<file path="src/rtl/core/mded_pkg.sv">
// Shared types, constants and helper functions of the multilevel error-diffusion dither.
// Used by the channel interfaces, the row error memory, the quantizer and the top level.
package mded_pkg;

   localparam int MAX_WIDTH_DEFAULT = 2048;
   localparam int CSR_W             = 12;
   localparam int LINE_WIDTH_RESET  = 2048;

   localparam int PIXEL_W = 8;
   localparam int PLANE_W = 5;
   localparam int LEVEL_W = 3;
   localparam int ERR_W   = 12;

   // Corrected pixel value in 1/16 grey steps, and the quantization error.
   localparam int V_W   = 15;
   localparam int E_W   = 14;
   localparam int P_W   = 18;
   localparam int SUM_W = 18;

   localparam int STEP16 = 816;
   localparam int HALF16 = 408;

   localparam logic signed [SUM_W-1:0] ERR_MAX_S = 18'sd2047;
   localparam logic signed [SUM_W-1:0] ERR_MIN_S = -18'sd2048;

   typedef logic signed [ERR_W-1:0] err_type;

   typedef struct packed {
      logic [PLANE_W-1:0] planes;
      logic [LEVEL_W-1:0] level;
      err_type            carry;      // 7/16 share for the right neighbor
      err_type            pend_left;  // next-row error of this column, still without the right neighbor's 3/16 share
      err_type            pend_cur;   // 1/16 share started for the next column
      err_type            wr_left;    // finished next-row error of the column to the left
   } quant_type;

   function automatic err_type sat12(input logic signed [SUM_W-1:0] x);
      err_type r;
      if (x > ERR_MAX_S) begin
         r = err_type'(ERR_MAX_S);
      end else if (x < ERR_MIN_S) begin
         r = err_type'(ERR_MIN_S);
      end else begin
         r = x[ERR_W-1:0];
      end
      return r;
   endfunction

   function automatic logic [LEVEL_W-1:0] planes_to_level(input logic [PLANE_W-1:0] p);
      logic [LEVEL_W-1:0] r;
      unique case (p)
         5'b00000: r = 3'd0;
         5'b00001: r = 3'd1;
         5'b00011: r = 3'd2;
         5'b00111: r = 3'd3;
         5'b01111: r = 3'd4;
         5'b11111: r = 3'd5;
         default:  r = 3'd0;
      endcase
      return r;
   endfunction

   function automatic logic signed [V_W-1:0] level_base(input logic [LEVEL_W-1:0] lvl);
      logic signed [V_W-1:0] r;
      unique case (lvl)
         3'd0:    r = '0;
         3'd1:    r = V_W'(STEP16);
         3'd2:    r = V_W'(STEP16 * 2);
         3'd3:    r = V_W'(STEP16 * 3);
         3'd4:    r = V_W'(STEP16 * 4);
         3'd5:    r = V_W'(STEP16 * 5);
         default: r = '0;
      endcase
      return r;
   endfunction

endpackage

</file>
<file path="src/rtl/core/mded_quant.sv">
// Quantizer and Floyd-Steinberg share computation for one pixel.
// Depends on mded_pkg for widths, constants, saturation and the result struct.
module mded_quant (
   input  logic [mded_pkg::PIXEL_W-1:0] pixel,
   input  mded_pkg::err_type            carry,
   input  mded_pkg::err_type            below,
   input  mded_pkg::err_type            pend_left,
   input  mded_pkg::err_type            pend_cur,
   output mded_pkg::quant_type          result
);
   import mded_pkg::*;

   logic signed [V_W-1:0]   v;
   logic [PLANE_W-1:0]      planes;
   logic [LEVEL_W-1:0]      level;
   logic signed [E_W-1:0]   e;
   logic signed [P_W-1:0]   e_x;
   logic signed [P_W-1:0]   p7;
   logic signed [P_W-1:0]   p5;
   logic signed [P_W-1:0]   p3;

   // Corrected value in 1/16 grey steps.
   assign v = V_W'($signed({1'b0, pixel, 4'b0000})) + V_W'(carry) + V_W'(below);

   // Each plane bit is one rounding threshold, halfway between two levels.
   always_comb begin
      for (int k = 0; k < PLANE_W; k++) begin
         planes[k] = (v >= $signed(V_W'(HALF16 + STEP16 * k)));
      end
   end

   assign level = planes_to_level(planes);
   assign e     = E_W'(v - level_base(level));

   assign e_x = P_W'(e);
   assign p7  = (e_x <<< 3) - e_x;
   assign p5  = (e_x <<< 2) + e_x;
   assign p3  = (e_x <<< 1) + e_x;

   // Arithmetic right shifts floor each share.
   assign result.planes    = planes;
   assign result.level     = level;
   assign result.carry     = sat12(p7 >>> 4);
   assign result.pend_cur  = sat12(e_x >>> 4);
   assign result.pend_left = sat12(SUM_W'(pend_cur) + (p5 >>> 4));
   assign result.wr_left   = sat12(SUM_W'(pend_left) + (p3 >>> 4));

endmodule
</file>
<file path="config.mk">
export PLATFORM = sky130hd
export DESIGN_NAME = mded_quant
export DESIGN_NICKNAME = d
export VERILOG_FILES = /design/src/rtl/core/mded_pkg.sv /design/src/rtl/core/mded_quant.sv
export SDC_FILE = /design/constraint.sdc
export NUM_CORES = 1
export LEC_CHECK = 0
export BUFFER_PORTS_ARGS = -buffer_cell sky130_fd_sc_hd__buf_2
export CORE_MARGIN = 2
export CORE_UTILIZATION = 45
export DETAILED_ROUTE_END_ITERATION = 8
export PLACE_DENSITY_LB_ADDON = 0.08
export SLEW_MARGIN = 0
export SYNTH_ARGS = -nofsm -noshare
export SYNTH_HDL_FRONTEND = slang
export SYNTH_SLANG_ARGS = --single-unit
</file>
<file path="constraint.sdc">
create_clock -name vclk -period 29.5
set_clock_uncertainty 0.2 [all_clocks]
set_input_delay 4.425 -clock vclk [all_inputs]
set_output_delay 4.425 -clock vclk [all_outputs]
set_load 0.1 [all_outputs]
</file>
==> metrics list, run 1 <==
- Run status: complete, no violations
- NumNets Final: between 800 and 900
- The setup path with the least slack is of type in2out.
* Commonest non-fill, non-tap cell in the layout: buf_2
- After detailed routing, the number of vias per cell comes to about 5.4.
* Number of remaining DRC errors: 0
- Measured against its own limit, the worst slew margin works out to a little over a third.
- Average detailed-routed wire length per instance: 13.17 microns
* Final critical-path share of the clock period: between 60% and 70%
- The final hold violation count is 0.
- After detailed placement, the design holds a cell count of 800.
* Slowest cell on the critical path: o211ai_1
- The routed design could run at a clock period as short as roughly 18000 ps.
* Area of the multi-input gates: 0.004139 sq mm
- WP data required: 24880 ps
- Worst-case setup slack after placement: around 12000 ps
- Storage cell area: 0 sq um
- Number of buffers inserted to repair setup after CTS: 0
- All-layer global routing usage: between 10% and 20%
* Final antenna-violating net count: 0
* Initial cell density of the core: a little under half
- The synthesized design devotes to its leading area cell type 25.24% of total area.
- Finished layout cell area: about 0.0051 sq mm
* RSZ-0062 raised after global routing: no
* Final number of max-transition violations: 0
- The via count of the first global-routing pass is slightly above 4000.
* Layout overhead on the synthesized area: 15.83%
- In the layout the commonest cells are buf_2, ha_1, nor2_1, inv_1, a21o_1.
* Fraction of final layout cells sized beyond drive strength 1: 22.06%
- Main area contributors after synthesis: ha_1, a21o_1, xnor2_1
- Yosys cell types: 75
* Peak Freq: approximately 56 MHz
- Counting both buffers and inverters, the worst setup path holds a total of 4.
- From left edge to right edge, the die measures ~100 microns.
* Number of nets in the synthesized netlist: slightly above 700
- Sequential elements use 0% of the synthesized area.
* Combined area of all synthesized cells: ~0.0044 sq mm
- Post-synthesis cell count: between 500 and 600
- STA classifies the critical path endpoint as an output port.
- Total routed wirelength: ~11000 microns
* Highest cell delay on the worst timing path: about 700 ps
- Hold buffer count at CTS: 0
- Arrival time of data at the critical path endpoint: between 10000 and 15000 ps
- Clock buffers in the final layout number 0.
- Cell type with the highest aggregate area in the netlist: ha_1
- Finish-stage setup viols: 0
* Total negative slack for setup checks: 0 ps
- In this run the worst hold path is classified as in2out.
- Syn. warnings: 0
- Total via count in the routed design: 4334
- First DRT Iteration DRCs: between 70 and 80
- After synthesis, the mean cell area works out to between 7 and 8 sq um.
* Port bufs: 112
* Max Cap Viol: 0
* Global route total overflow: 0
* Gates resized, CTS repair: 0
* Std cell rows: 35
- Seq Cell Count: 0
- Worst Path Max Fanout: 11
- First-pass iteration count of the detailed router: 4
- First-pass GRT wire length: between 15000 and 20000 microns
* Layout fillers: approximately 950
* Post-route worst setup slack: between 10000 and 15000 ps
- Summed over all nets, the half-perimeter wirelength after detailed placement is ~9000 microns.
* Antenna violations before repair: 0
* Gp weighted congestion: 0.8790
- Die outline area: between 0.01 and 0.015 sq mm
* Filler-free cell count of the finished design: 800
- The floorplan step set the die height to a little over 100 microns.
- Entering global routing, the biggest net connects 12 pins.
- Startpoint type of the worst setup path: input port
- For the pin with the worst max-slew slack, the measured transition is around 970 ps.
- Diodes inserted: 0
- Area of placed instances: around 0.005 sq mm
- Top cell family by delay on the critical path: compound AO/OA/AOI/OAI gates
* Count of pins on the block boundary: roughly 110
- The region available for standard cell placement spans between 0.009 and 0.01 sq mm.
[cell usage after synthesis (3+ instances only)]
cell and number:
ha_1 88, a211oi_1 3, nand2_1 20, nand2b_1 10, nor2_1 53, and2_1 3, a21o_1 46, mux2_2 4
o21a_1 14, or3_1 3, nor4_1 3, o21ai_0 30, a211o_1 3, xor2_1 24, fa_1 13, buf_2 3
inv_1 46, a21oi_1 41, and3_1 3, nand3_1 8, nand4_1 3, o31ai_1 3, nor3_1 15, o211ai_1 5
nor2b_1 11, or2_2 5, clkbuf_1 8, a31o_2 3, xnor2_1 39
[area by class of cell]
cell class	count	share of cell area [%]
Inverter	47	3.492
Multi-Input combinational cell	510	81.92
Tap cell	129	3.195
Timing Repair Buffer	114	11.39
[layer usage]
layer,GRT usage (%),vias to the layer above,wire [microns]
li1,-,2276,-
met1,24.77,1976,4854
met2,39.42,80,5359
met3,0.6156,2,289
met4,0.7179,0,28
met5,0,-,0
[stage by stage]
step | hold slack, ps | utilization (%)
6_report | 9356 | 54.17
5_1_grt | 9393 | 54.17
4_1_cts | 9369 | 54.17
3_5_place_dp | 9362 | 54.17
3_3_place_gp | 9349 | 54.17
2_1_floorplan | 9254 | -
[logic make-up (layout without fill, tap and decap cells)]
logic type	Yosys count	after routing	share of synthesized area (%)
AND/OR/NAND/NOR	150	150	17.76
AO/OA/AOI/OAI	184	184	29.69
multiplexers	7	7	1.836
XOR/XNOR	66	66	13.77
buffers and inverters	59	161	5.250
adder cells (fa/ha/maj)	103	103	31.70
[final timing paths]
| kind | cells past startpoint | startpoint | slack, ps | endpoint |
|---|---|---|---|---|
| min | 5 | pend_left[11] | 9360 | result[11] |
| max | 39 | pixel[0] | 11680 | result[25] |
Power of run 1 is left out: the tool's default activity adds up to more than one toggle a clock period on the data nets, which glitch-free logic cannot reach.
==> inputs of run 2 (changes only) <==
clock period = 16.4 ns   (was 29.5 ns; I/O delays follow)
==> metrics list, run 2 (synthesis results as in run 1) <==
- For this block, the routed nets add up to roughly 11000 microns of wire.
* Number of hold-slack violations in the final timing report: 0
- Count of pins on the block boundary: about 110
- Layout fillers: 955
* Area of placed instances: 0.005044 sq mm
* Highest cell delay on the worst timing path: between 600 and 700 ps
- The die is 102.5 microns wide.
- The max-slew violation count came to 0.
- The worst path in the final design needs a cycle of roughly 14000 ps, including I/O delays and setup.
- The initial antenna violation count was 0.
- Slowest cell on the critical path: a31oi_1
* Vias in the first global route: 4105
* Initial cell density of the core: between 40% and 50%
- In the final layout, the share of cells above drive strength 1 is approximately 22%.
- The worst setup path is of the in2out kind.
* Run status: complete, no violations
- Setup repair after global routing left no endpoint under its margin.
* Storage cell area: 0 sq um
- Clock buffer cells: 0
- In this run, post-CTS hold repair placed 0 buffers.
* Number of remaining DRC errors: 0
* All-layer global routing usage: about a fifth
* Commonest non-fill, non-tap cell in the layout: buf_2
- Final antenna-violating net count: 0
- In the routed layout, each cell is associated on average with a via count of 5.511.
- NumNets Final: roughly 830
- Buffers placed on the I/O ports in this run total ~110.
- The repair_antennas step left the layout with diodes totalling 0.
- Total negative slack for setup checks: 0 ps
- Kind of path behind the tightest hold check: in2out
- Worst Path Max Fanout: 11
- Slew @ Worst Pin: between 1000 and 1500 ps
- The first global-routing pass estimated ~18000 microns of wire.
- Seq Cell Count: 0
- Setup violations remaining at the end of the flow were counted as 0.
- Worst slew slack as a fraction of its limit: 14.72%
* Number of buffers inserted to repair setup after CTS: 0
- Gates resized, CTS repair: 0
* Peak Freq: 71.70 MHz
- For this block, the initial DRC count from the detailed router was 80.
* Startpoint type of the worst setup path: input port
- First-pass iteration count of the detailed router: 6
- At the worst endpoint, the arrival time is between 10000 and 15000 ps.
- For the worst setup path, the data required time is 13740 ps.
* Critical path endpoint: result[25]
- Detailed routing inserted a total of between 4000 and 5000 vias.
- Largest net degree at the start of global routing: 12
* Top library cells by usage in the layout, fill and taps aside: buf_2, ha_1, nor2_1, inv_1, a21o_1
- Of the available clock period, the critical path in the final layout requires 85.05%.
- Across the run, the number of max-cap violations was 0.
* Floorplan core area: a little over 0.009 sq mm
- Detailed-placement wirelength estimate: approximately 9300 microns
* Chip Height: 102.5 microns
- Die outline area: 0.01050 sq mm
- The worst setup path is captured at an output port.
- The finished layout holds ~800 standard cells, fillers aside.
- Average detailed-routed wire length per instance: about 13 microns
* Global route total overflow: 0
- Crit path from: pixel[0]
- Row generation in the floorplan step produced 35 rows.
* Finished layout cell area: between 0.005 and 0.006 sq mm
* Cell count after placement: between 700 and 800
* Gp weighted congestion: around 0.92
* Layout overhead on the synthesized area: 15.63%
## run 2: cell count changes in the layout (fill, tap and decap cells not counted), sizes merged
cell  before  now
buf      114  113
## run 2: metal layers
metal  GRT usage (%)  up-vias  part of all wire [%]
li1                -     2264                     -
met1           24.57     2030                    45
met2           38.66      101                    50
met3           1.094        8                   3.8
met4           2.256        0                  0.71
met5               0        -                     0
## run 2: layout make-up
class | count | area (sq um) | area share, %
Tap cell | 129 | 161.4 | 3.200
Multi-Input combinational cell | 510 | 4138 | 82.04
Timing Repair Buffer | 113 | 568.0 | 11.26
Inverter | 47 | 176.4 | 3.498
## run 2: per-stage QoR
stage	worst slack [ps]	hold WS, ps	utilization, %
detailed placement	2475	5426	54.07
floorplan	290.1	5249	-
global placement	2645	5412	54.07
CTS	2458	5424	54.07
finish	2452	5419	54.07
global route	1742	5457	54.07
## run 2: worst min path at each step
| stage | from | end | slack [ps] | cells past startpoint |
|---|---|---|---|---|
| finish | pend_left[10] | result[11] | 5420 | 6 |
| global route | pend_left[0] | result[0] | 5460 | 4 |
| CTS | pend_left[10] | result[11] | 5420 | 6 |
| detailed placement | pend_left[10] | result[11] | 5430 | 6 |
| global placement | pend_left[10] | result[11] | 5410 | 6 |
| floorplan | pend_cur[11] | result[35] | 5250 | 2 |
## run 2: worst max-delay path, delay by kind of cell
kind	cells	cell delay, ps
and+or+nand+nor	8	1340
xor gates and xnor gates	3	490
adders and majority gates	5	2000
AOI/OAI and AO/OA	15	4100
buffers and inverters	4	580
muxes	1	280
Power of run 2 is left out for the same reason.
